`src/design/srt_pkg.sv`:
```
// Package for the sorted record table: field widths, record layout, codes,
// and the command and status bundles between controller and datapath.
// No dependencies.
package srt_pkg;

    // Default table depth and the fixed widths of the item and result fields.
    localparam int SRT_DEPTH = 16;
    localparam int KIND_W    = 2;
    localparam int KEY_W     = 16;
    localparam int SCORE_W   = 10;
    localparam int NAME_W    = 64;
    localparam int STATUS_W  = 2;
    localparam int COUNT_W   = 5;

    // Command kinds carried by an input item.
    typedef enum logic [KIND_W-1:0] {
        KIND_INSERT = 2'd0,
        KIND_DELETE = 2'd1,
        KIND_QUERY  = 2'd2,
        KIND_CLEAR  = 2'd3
    } t_kind;

    // Result status codes.
    typedef enum logic [STATUS_W-1:0] {
        ST_OK      = 2'd0,
        ST_FULL    = 2'd1,
        ST_EMPTY   = 2'd2,
        ST_MISSING = 2'd3
    } t_status;

    // One stored record.
    typedef struct packed {
        logic [KEY_W-1:0]   key;
        logic [SCORE_W-1:0] score;
        logic [NAME_W-1:0]  name;
    } t_rec;

    localparam int REC_W = $bits(t_rec);

    // Read address source for the record memory.
    typedef enum logic [2:0] {
        RA_HOLD = 3'd0,
        RA_ZERO = 3'd1,
        RA_TOP  = 3'd2,
        RA_DEC  = 3'd3,
        RA_INC  = 3'd4
    } t_ra_sel;

    // Write address relative to the walk index.
    typedef enum logic [1:0] {
        WA_AT    = 2'd0,
        WA_ABOVE = 2'd1,
        WA_BELOW = 2'd2
    } t_wa_sel;

    // Fill count update.
    typedef enum logic [1:0] {
        CNT_HOLD = 2'd0,
        CNT_INC  = 2'd1,
        CNT_DEC  = 2'd2,
        CNT_CLR  = 2'd3
    } t_cnt_op;

    // Commands from the controller to the datapath.
    typedef struct packed {
        logic    ld_item;
        t_ra_sel ra_sel;
        logic    step;
        logic    wr_en;
        t_wa_sel wa_sel;
        logic    wd_new;
        logic    rec_ld;
        t_cnt_op cnt_op;
        logic    res_ld;
        t_status res_status;
        logic    res_show;
        logic    out_ld;
    } t_cmd;

    // Status from the datapath to the controller.
    typedef struct packed {
        logic cnt_zero;
        logic cnt_full;
        logic idx_zero;
        logic idx_last;
        logic key_gt;
        logic key_eq;
        logic score_gt;
    } t_stat;

endpackage

```
`src/design/srt_ram.sv`:
```
// Generic single-write, single-read memory with a registered read port.
// Defaults come from srt_pkg.
module srt_ram #(
    parameter int WIDTH = srt_pkg::REC_W,
    parameter int DEPTH = srt_pkg::SRT_DEPTH
) (
    input  logic                     i_clk,
    input  logic                     i_we,
    input  logic [$clog2(DEPTH)-1:0] i_waddr,
    input  logic [WIDTH-1:0]         i_wdata,
    input  logic [$clog2(DEPTH)-1:0] i_raddr,
    output logic [WIDTH-1:0]         o_rdata
);

    logic [WIDTH-1:0] r_mem [DEPTH];
    logic [WIDTH-1:0] r_rdata;

    // Write port and registered read port.
    always_ff @(posedge i_clk) begin
        if (i_we) begin
            r_mem[i_waddr] <= i_wdata;
        end
        r_rdata <= r_mem[i_raddr];
    end

    assign o_rdata = r_rdata;

endmodule

```
`src/design/srt_datapath.sv`:
```
// Datapath of the sorted record table: record memory, walk index, fill
// count, working record and result registers. Uses srt_pkg and srt_ram.
module srt_datapath #(
    parameter int DEPTH = srt_pkg::SRT_DEPTH
) (
    input  logic                          i_clk,
    input  logic                          i_rst_n,
    input  srt_pkg::t_cmd                 i_cmd,
    output srt_pkg::t_stat                o_stat,
    input  logic [srt_pkg::KEY_W-1:0]     i_key,
    input  logic [srt_pkg::SCORE_W-1:0]   i_score,
    input  logic [srt_pkg::NAME_W-1:0]    i_name_tag,
    output logic [srt_pkg::STATUS_W-1:0]  o_status,
    output logic [srt_pkg::KEY_W-1:0]     o_key_out,
    output logic [srt_pkg::SCORE_W-1:0]   o_score_out,
    output logic [srt_pkg::NAME_W-1:0]    o_name_out,
    output logic [srt_pkg::COUNT_W-1:0]   o_entry_count
);
    import srt_pkg::*;

    localparam int AW = $clog2(DEPTH);
    localparam int CW = $clog2(DEPTH + 1);

    t_rec            r_item;
    t_rec            r_rec;
    t_rec            r_out_rec;
    logic [AW-1:0]   r_idx;
    logic [CW-1:0]   r_count;
    logic [CW-1:0]   n_count;
    t_status         r_res_status;
    logic            r_res_show;
    t_status         r_out_status;
    logic [COUNT_W-1:0] r_out_count;

    t_rec            w_rdata;
    t_rec            w_wdata;
    logic [AW-1:0]   w_raddr;
    logic [AW:0]     w_wa_wide;
    logic [CW-1:0]   w_last;

    // Index of the highest occupied entry.
    assign w_last = r_count - CW'(1);

    // Read address selection.
    always_comb begin
        unique case (i_cmd.ra_sel)
            RA_HOLD: w_raddr = r_idx;
            RA_ZERO: w_raddr = '0;
            RA_TOP:  w_raddr = w_last[AW-1:0];
            RA_DEC:  w_raddr = r_idx - AW'(1);
            RA_INC:  w_raddr = r_idx + AW'(1);
            default: w_raddr = r_idx;
        endcase
    end

    // Write address relative to the walk index, and write data.
    always_comb begin
        unique case (i_cmd.wa_sel)
            WA_AT:    w_wa_wide = {1'b0, r_idx};
            WA_ABOVE: w_wa_wide = {1'b0, r_idx} + (AW + 1)'(1);
            WA_BELOW: w_wa_wide = {1'b0, r_idx} - (AW + 1)'(1);
            default:  w_wa_wide = {1'b0, r_idx};
        endcase
    end

    assign w_wdata = i_cmd.wd_new ? r_item : w_rdata;

    srt_ram #(
        .WIDTH (REC_W),
        .DEPTH (DEPTH)
    ) u_ram (
        .i_clk   (i_clk),
        .i_we    (i_cmd.wr_en),
        .i_waddr (w_wa_wide[AW-1:0]),
        .i_wdata (w_wdata),
        .i_raddr (w_raddr),
        .o_rdata (w_rdata)
    );

    // Status for the controller.
    always_comb begin
        o_stat.cnt_zero = (r_count == '0);
        o_stat.cnt_full = (r_count == CW'(DEPTH));
        o_stat.idx_zero = (r_idx == '0);
        o_stat.idx_last = (CW'(r_idx) == w_last);
        o_stat.key_gt   = (w_rdata.key > r_item.key);
        o_stat.key_eq   = (w_rdata.key == r_item.key);
        o_stat.score_gt = (w_rdata.score > r_rec.score);
    end

    // Next fill count.
    always_comb begin
        case (i_cmd.cnt_op)
            CNT_INC: n_count = r_count + CW'(1);
            CNT_DEC: n_count = r_count - CW'(1);
            CNT_CLR: n_count = '0;
            default: n_count = r_count;
        endcase
    end

    // Fill count is control state and is cleared by reset.
    always_ff @(posedge i_clk) begin
        if (!i_rst_n) begin
            r_count <= '0;
        end else begin
            r_count <= n_count;
        end
    end

    // Item, walk index, working record and result registers.
    always_ff @(posedge i_clk) begin
        if (i_cmd.ld_item) begin
            r_item <= {i_key, i_score, i_name_tag};
        end
        if (i_cmd.step) begin
            r_idx <= w_raddr;
        end
        if (i_cmd.rec_ld) begin
            r_rec <= w_rdata;
        end
        if (i_cmd.res_ld) begin
            r_res_status <= i_cmd.res_status;
            r_res_show   <= i_cmd.res_show;
        end
        if (i_cmd.out_ld) begin
            r_out_status <= r_res_status;
            r_out_rec    <= r_res_show ? r_rec : '0;
            r_out_count  <= COUNT_W'(r_count);
        end
    end

    assign o_status      = r_out_status;
    assign o_key_out     = r_out_rec.key;
    assign o_score_out   = r_out_rec.score;
    assign o_name_out    = r_out_rec.name;
    assign o_entry_count = r_out_count;

`ifndef NO_ASSERTIONS
    // The fill count never passes the table depth.
    a_count_range: assert property (@(posedge i_clk) disable iff (!i_rst_n)
        r_count <= CW'(DEPTH))
        else $error("fill count beyond table depth");

    // Every write lands inside the table.
    a_write_range: assert property (@(posedge i_clk) disable iff (!i_rst_n)
        i_cmd.wr_en |-> (w_wa_wide < (AW + 1)'(DEPTH)))
        else $error("record write outside the table");

    // A record is only taken from an occupied entry.
    a_read_occupied: assert property (@(posedge i_clk) disable iff (!i_rst_n)
        i_cmd.rec_ld |-> (CW'(r_idx) < r_count))
        else $error("record taken from an empty entry");
`endif

endmodule

```
`src/design/srt_ctrl.sv`:
```
// Controller of the sorted record table: sequences the memory walks for
// insert, delete and query, and owns both handshakes. Uses srt_pkg.
module srt_ctrl (
    input  logic            i_clk,
    input  logic            i_rst_n,
    input  logic            i_in_valid,
    output logic            o_in_ready,
    input  srt_pkg::t_kind  i_kind,
    output logic            o_out_valid,
    input  logic            i_out_ready,
    input  srt_pkg::t_stat  i_stat,
    output srt_pkg::t_cmd   o_cmd
);
    import srt_pkg::*;

    typedef enum logic [6:0] {
        S_IDLE    = 7'b0000001,
        S_INS_CHK = 7'b0000010,
        S_INS_PUT = 7'b0000100,
        S_DEL_CHK = 7'b0001000,
        S_DEL_SHF = 7'b0010000,
        S_QRY_CHK = 7'b0100000,
        S_FIN     = 7'b1000000
    } t_state;

    t_state r_state;
    t_state n_state;
    logic   r_out_valid;
    logic   n_out_valid;

    assign o_in_ready  = (r_state == S_IDLE);
    assign o_out_valid = r_out_valid;

    // Next state and commands.
    always_comb begin
        n_state = r_state;
        o_cmd   = '0;
        unique case (r_state)
            S_IDLE: begin
                if (i_in_valid) begin
                    o_cmd.ld_item = 1'b1;
                    unique case (i_kind) inside
                        KIND_INSERT: begin
                            if (i_stat.cnt_full) begin
                                o_cmd.res_ld     = 1'b1;
                                o_cmd.res_status = ST_FULL;
                                n_state          = S_FIN;
                            end else if (i_stat.cnt_zero) begin
                                o_cmd.ra_sel = RA_ZERO;
                                o_cmd.step   = 1'b1;
                                n_state      = S_INS_PUT;
                            end else begin
                                o_cmd.ra_sel = RA_TOP;
                                o_cmd.step   = 1'b1;
                                n_state      = S_INS_CHK;
                            end
                        end
                        KIND_DELETE, KIND_QUERY: begin
                            if (i_stat.cnt_zero) begin
                                o_cmd.res_ld     = 1'b1;
                                o_cmd.res_status = ST_EMPTY;
                                n_state          = S_FIN;
                            end else begin
                                o_cmd.ra_sel = RA_ZERO;
                                o_cmd.step   = 1'b1;
                                n_state      = (i_kind == KIND_DELETE) ? S_DEL_CHK
                                                                       : S_QRY_CHK;
                            end
                        end
                        default: begin
                            o_cmd.cnt_op     = CNT_CLR;
                            o_cmd.res_ld     = 1'b1;
                            o_cmd.res_status = ST_OK;
                            n_state          = S_FIN;
                        end
                    endcase
                end
            end
            // Walk down from the top, moving larger keys up one place.
            S_INS_CHK: begin
                o_cmd.wr_en  = 1'b1;
                o_cmd.wa_sel = WA_ABOVE;
                if (i_stat.key_gt) begin
                    if (i_stat.idx_zero) begin
                        n_state = S_INS_PUT;
                    end else begin
                        o_cmd.ra_sel = RA_DEC;
                        o_cmd.step   = 1'b1;
                    end
                end else begin
                    o_cmd.wd_new     = 1'b1;
                    o_cmd.cnt_op     = CNT_INC;
                    o_cmd.res_ld     = 1'b1;
                    o_cmd.res_status = ST_OK;
                    n_state          = S_FIN;
                end
            end
            // New record goes at the walk index itself.
            S_INS_PUT: begin
                o_cmd.wr_en      = 1'b1;
                o_cmd.wa_sel     = WA_AT;
                o_cmd.wd_new     = 1'b1;
                o_cmd.cnt_op     = CNT_INC;
                o_cmd.res_ld     = 1'b1;
                o_cmd.res_status = ST_OK;
                n_state          = S_FIN;
            end
            // Search upwards for the first matching key.
            S_DEL_CHK: begin
                if (i_stat.key_eq) begin
                    o_cmd.rec_ld = 1'b1;
                    if (i_stat.idx_last) begin
                        o_cmd.cnt_op     = CNT_DEC;
                        o_cmd.res_ld     = 1'b1;
                        o_cmd.res_status = ST_OK;
                        o_cmd.res_show   = 1'b1;
                        n_state          = S_FIN;
                    end else begin
                        o_cmd.ra_sel = RA_INC;
                        o_cmd.step   = 1'b1;
                        n_state      = S_DEL_SHF;
                    end
                end else if (i_stat.idx_last) begin
                    o_cmd.res_ld     = 1'b1;
                    o_cmd.res_status = ST_MISSING;
                    n_state          = S_FIN;
                end else begin
                    o_cmd.ra_sel = RA_INC;
                    o_cmd.step   = 1'b1;
                end
            end
            // Close the gap by moving each later record down one place.
            S_DEL_SHF: begin
                o_cmd.wr_en  = 1'b1;
                o_cmd.wa_sel = WA_BELOW;
                if (i_stat.idx_last) begin
                    o_cmd.cnt_op     = CNT_DEC;
                    o_cmd.res_ld     = 1'b1;
                    o_cmd.res_status = ST_OK;
                    o_cmd.res_show   = 1'b1;
                    n_state          = S_FIN;
                end else begin
                    o_cmd.ra_sel = RA_INC;
                    o_cmd.step   = 1'b1;
                end
            end
            // Keep the first record with the highest score.
            S_QRY_CHK: begin
                o_cmd.rec_ld = i_stat.idx_zero || i_stat.score_gt;
                if (i_stat.idx_last) begin
                    o_cmd.res_ld     = 1'b1;
                    o_cmd.res_status = ST_OK;
                    o_cmd.res_show   = 1'b1;
                    n_state          = S_FIN;
                end else begin
                    o_cmd.ra_sel = RA_INC;
                    o_cmd.step   = 1'b1;
                end
            end
            // Hand the result over once the output register is free.
            S_FIN: begin
                if (!r_out_valid || i_out_ready) begin
                    o_cmd.out_ld = 1'b1;
                    n_state      = S_IDLE;
                end
            end
            default: begin
                n_state = S_IDLE;
            end
        endcase
    end

    // Output valid follows the result register.
    always_comb begin
        if (o_cmd.out_ld) begin
            n_out_valid = 1'b1;
        end else if (r_out_valid && i_out_ready) begin
            n_out_valid = 1'b0;
        end else begin
            n_out_valid = r_out_valid;
        end
    end

    always_ff @(posedge i_clk) begin
        if (!i_rst_n) begin
            r_state     <= S_IDLE;
            r_out_valid <= 1'b0;
        end else begin
            r_state     <= n_state;
            r_out_valid <= n_out_valid;
        end
    end

`ifndef NO_ASSERTIONS
    // A result never overwrites one that is still waiting.
    a_no_overwrite: assert property (@(posedge i_clk) disable iff (!i_rst_n)
        o_cmd.out_ld |-> (!r_out_valid || i_out_ready))
        else $error("pending result overwritten");

    // Only one item is at work at a time.
    a_one_item: assert property (@(posedge i_clk) disable iff (!i_rst_n)
        (i_in_valid && o_in_ready) |=> !o_in_ready)
        else $error("second item taken while one is at work");

    // An insert never grows a full table.
    a_no_overfill: assert property (@(posedge i_clk) disable iff (!i_rst_n)
        (o_cmd.cnt_op == CNT_INC) |-> !i_stat.cnt_full)
        else $error("insert into a full table");
`endif

endmodule

```
`src/design/sorted_record_table.sv`:
```
// Sorted record table: holds up to DEPTH records (key, score, name tag) in
// ascending key order in a single record memory with one write and one
// registered read port, and serves one command item at a time. An item is
// taken when the block is idle; the work then walks the memory one record
// per cycle (clear and a full or empty answer need no walk), after which
// the result goes to the output register. A new item may be taken while
// that result still waits on the output side. The memory is not cleared
// at reset: only entries below the fill count are ever read.
module sorted_record_table #(
    parameter int DEPTH = srt_pkg::SRT_DEPTH
) (
    input  logic                          i_clk,
    input  logic                          i_rst_n,
    input  logic                          i_in_valid,
    output logic                          o_in_ready,
    input  logic [srt_pkg::KIND_W-1:0]    i_kind,
    input  logic [srt_pkg::KEY_W-1:0]     i_key,
    input  logic [srt_pkg::SCORE_W-1:0]   i_score,
    input  logic [srt_pkg::NAME_W-1:0]    i_name_tag,
    output logic                          o_out_valid,
    input  logic                          i_out_ready,
    output logic [srt_pkg::STATUS_W-1:0]  o_status,
    output logic [srt_pkg::KEY_W-1:0]     o_key_out,
    output logic [srt_pkg::SCORE_W-1:0]   o_score_out,
    output logic [srt_pkg::NAME_W-1:0]    o_name_out,
    output logic [srt_pkg::COUNT_W-1:0]   o_entry_count
);
    import srt_pkg::*;

    t_cmd  w_cmd;
    t_stat w_stat;

    // Sequencing of the walks and the two handshakes.
    srt_ctrl u_ctrl (
        .i_clk       (i_clk),
        .i_rst_n     (i_rst_n),
        .i_in_valid  (i_in_valid),
        .o_in_ready  (o_in_ready),
        .i_kind      (t_kind'(i_kind)),
        .o_out_valid (o_out_valid),
        .i_out_ready (i_out_ready),
        .i_stat      (w_stat),
        .o_cmd       (w_cmd)
    );

    // Record memory, counters and result registers.
    srt_datapath #(
        .DEPTH (DEPTH)
    ) u_datapath (
        .i_clk         (i_clk),
        .i_rst_n       (i_rst_n),
        .i_cmd         (w_cmd),
        .o_stat        (w_stat),
        .i_key         (i_key),
        .i_score       (i_score),
        .i_name_tag    (i_name_tag),
        .o_status      (o_status),
        .o_key_out     (o_key_out),
        .o_score_out   (o_score_out),
        .o_name_out    (o_name_out),
        .o_entry_count (o_entry_count)
    );

endmodule
```
`config.mk`:
```
export PLATFORM = sky130hd
export DESIGN_NAME = sorted_record_table
export DESIGN_NICKNAME = d
export VERILOG_FILES = /design/src/design/srt_pkg.sv /design/src/design/srt_ram.sv /design/src/design/srt_datapath.sv /design/src/design/srt_ctrl.sv /design/src/design/sorted_record_table.sv
export SDC_FILE = /design/constraint.sdc
export NUM_CORES = 2
export LEC_CHECK = 0
export BUFFER_PORTS_ARGS = -buffer_cell sky130_fd_sc_hd__buf_2
export CORE_MARGIN = 4
export CORE_UTILIZATION = 50
export CTS_BUF_LIST = sky130_fd_sc_hd__clkbuf_4 sky130_fd_sc_hd__clkbuf_8
export CTS_CLUSTER_DIAMETER = 60
export CTS_CLUSTER_SIZE = 14
export DETAILED_ROUTE_END_ITERATION = 12
export PLACE_DENSITY_LB_ADDON = 0.2
export SLEW_MARGIN = 40
export SYNTH_ARGS = -nofsm -noshare
export SYNTH_HDL_FRONTEND = slang
export SYNTH_SLANG_ARGS = --single-unit
```
`constraint.sdc`:
```
create_clock -name i_clk -period 10.55 [get_ports i_clk]
set_input_delay 1.055 -clock i_clk [delete_from_list [all_inputs] [get_ports i_clk]]
set_output_delay 1.055 -clock i_clk [all_outputs]
set_load 0.01 [all_outputs]
```
==> out/qor.csv <==
metric;value;unit
status;finished, final reports clean;
max-slew violations;0;
power density cells;170;nW/um2
Synth async-reset ratio;0;%
top-area cell type share of the netlist area;72.5;%
# fillers;11200;
CTS Root Cell;clkbuf_8;
PostCTS Resize Cnt;0;
global-route wire length before repair;262000;um
Die Y-Extent;386;um
Worst Tran Pin Value;906;ps
Final ANT Viol Nets;0;
CP Launch Type;flop;
grt ovf;0;
Setup violations, final;0;
initial core utilization;50.4;%
synthesized flop and latch total;1827;
Synth Cell Area;71400;um2
register area share after synthesis;75.4;%
Final Hold Fails;0;
setup TNS;0;ps
Post-synth EDFFs;1724;
Avg WL per Cell;26.2;um
Final Skew;65.2;ps
row cnt;138;
Multi-input gate area;16100;um2
Synth area leaders;edfxtp_1 (73%), nand2_1 (3.3%), dfxtp_1 (2.9%), o32ai_1 (2.2%), a31o_2 (2.2%);
register area;53800;um2
drt pass-1 iters;6;
Pleak;0.0265;uW
relative slew slack;39.6;%
H-tree lvl count;4;
f_max;166;MHz
Iter 0 DRT Violations;4448;
Avg Inst Size Synth;15.3;um2
Core Util, Final;54.9;%
IO Count;195;
drt drc;0;
largest net degree at the start of global routing;207;
CTS max path bufs;3;
syn nets;4809;
Clk pin slew, worst setup/hold paths;90;ps
PortBufs;194;
Post-DP HPWL;88400;um
min cycle time layout;6020;ps
initial antenna violation count;10;
Total GRT Usage;23.5;%
CTS Buf Count;158;
VDD IR max;0.106;mV
total wire length;177000;um
Yosys top cell by area;edfxtp_1;
Final Cycle Share;57.1;%
unrepaired setup endpoints after global routing;false;
CP max FO;110;
Synth Flop Type;edfxtp_1;
worst-skew pair later-pin latency;940;ps
vias in the first global route;39900;
Syn-to-layout area delta;9.10;%
vias per cell;6.14;
TritonCTS clock tree;yes;
# Max-Cap Violations;0;
clk sinks;1827;
DR vias;41600;
cells after synthesis;4677;
width of the die;386;um
critical path type;flop to flop;
Nets;4896;
Post-CTS Setup Bufs;0;
critical path arrival;6820;ps
HP Class;primary input to flop;
number of distinct library cells after synthesis;75;
WHS;290;ps
Hold-fix buffers, CTS;0;
WP data required;11350;ps
CP endpoint kind;flop;
share of cells above drive strength 1;16.4;%
die footprint;149000;um2
GPL Wtd Cong;0.780;
Core ar.;142000;um2
Synth warnings;0;
kinds of logic after synthesis:
family	share of synthesized area, %
AOI/OAI and AO/OA	13.4
xor gates and xnor gates	0.154
adders and majority gates	0.631
buffers and inverters	2.40
DFF	75.4
muxes	1.31
and+or+nand+nor	6.65
worst max-delay path: stages, from the launching register on:
cell	delay, ps
dfxtp_1	540
inv_1	160
ha_1	340
xnor2_1	200
a221oi_2	80
o2111ai_1	420
nand2_2	190
o211a_4	220
nand2_8	440
buf_4	710
buf_4	700
buf_6	630
a21boi_0	230
o32ai_1	370
o32ai_1	140
a211o_1	240
cells in the mapped netlist (8+ instances only):
cell and number:
edfxtp_1 1724, nand2_1 626, a21oi_1 290, clkbuf_1 270, and3_1 185, a21boi_0 181, o32ai_1 179, a31o_2 178
dfxtp_1 103, a211oi_1 94, and2_1 93, a221oi_1 91, mux2i_1 91, a211o_1 90, a32oi_1 89, buf_2 64
inv_1 42, nor2_1 40, ha_1 36, o21ai_0 32, buf_1 21, nor3_1 15, nand3_1 14, buf_4 9
o21a_1 9, nor2b_1 8
sequential cells by signal, summed over array words and instances (netlist names):
register / count
u_datapath.o_status: 2
u_datapath.r_res_show: 1
u_datapath.r_item: 90
u_datapath.o_score_out: 10
u_datapath.o_key_out: 16
u_datapath.r_rec: 90
u_ctrl.o_out_valid: 1
u_datapath.u_ram.r_mem: 1440
u_ctrl.r_state: 7
u_datapath.r_idx: 4
u_datapath.r_count: 5
u_datapath.o_name_out: 64
u_datapath.r_res_status: 2
u_datapath.o_entry_count: 5
u_datapath.u_ram.o_rdata: 90
final cells by class:
class | count | area share (%)
flip-flops and latches | 1827 | 69.1
multi-input cells | 2435 | 20.6
clock buffers | 248 | 3.72
well taps | 1890 | 3.04
repair buffers | 296 | 2.68
clock inverters | 32 | 0.537
inverters | 46 | 0.259
diodes | 2 | 0.00643
stage by stage:
| step | total power, uW | setup slack (ps) | instance area [um2] | std cells |
|---|---|---|---|---|
| 2_1_floorplan | 8810 | 1650 | 71400 | 4677 |
| 3_3_place_gp | 9080 | 4230 | 74100 | 6482 |
| 3_5_place_dp | 9100 | 4050 | 74500 | 6493 |
| 4_1_cts | 13300 | 4360 | 77800 | 6773 |
| 5_1_grt | 13700 | 4080 | 77900 | 6775 |
| 6_report | 13200 | 4530 | 77900 | 6776 |
cell usage in the layout (no fill, tap or decap), types with 25 or more instances in the layout:
cell type / count
and2_1: 93
buf_6: 25
edfxtp_1: 1724
a32oi_1: 89
a221oi_1: 91
and3_1: 185
a31o_2: 178
a21boi_0: 181
buf_2: 194
dfxtp_1: 103
a211oi_1: 93
ha_1: 36
o21ai_0: 30
o32ai_1: 179
clkbuf_4: 82
inv_1: 40
clkbuf_8: 166
nand2_1: 625
a21oi_1: 290
buf_4: 60
mux2i_1: 91
a211o_1: 90
path summary, 6_finish.rpt:
check                            endpoint  slack [ps]                       start  cells past startpoint
max reg2reg  u_datapath.u_ram.o_rdata[20]        4530       u_datapath.r_count[0]                     15
min                 u_datapath.r_item[77]         290                    i_key[3]                      1
min reg2reg        u_datapath.o_status[1]         410  u_datapath.r_res_status[1]                      0
max          u_datapath.u_ram.o_rdata[20]        4530       u_datapath.r_count[0]                     15
routing by layer:
metal | global-route usage (%) | vias to the layer above | wire [um]
met4 | 6.58 | 0 | 4060
met3 | 3.95 | 272 | 13100
met1 | 34.4 | 21200 | 77700
li1 | - | 18500 | -
met2 | 36.7 | 1630 | 82700
met5 | 0 | - | 0
power breakdown:
part | leakage, uW | switching, uW | internal [uW]
registers | 0.0165 | 54.3 | 8110
clock network | 0.00175 | 2360 | 1930
logic | 0.00827 | 549 | 224
total | 0.0265 | 2960 | 10300
No activity file was read; power rests on OpenSTA's default activity.
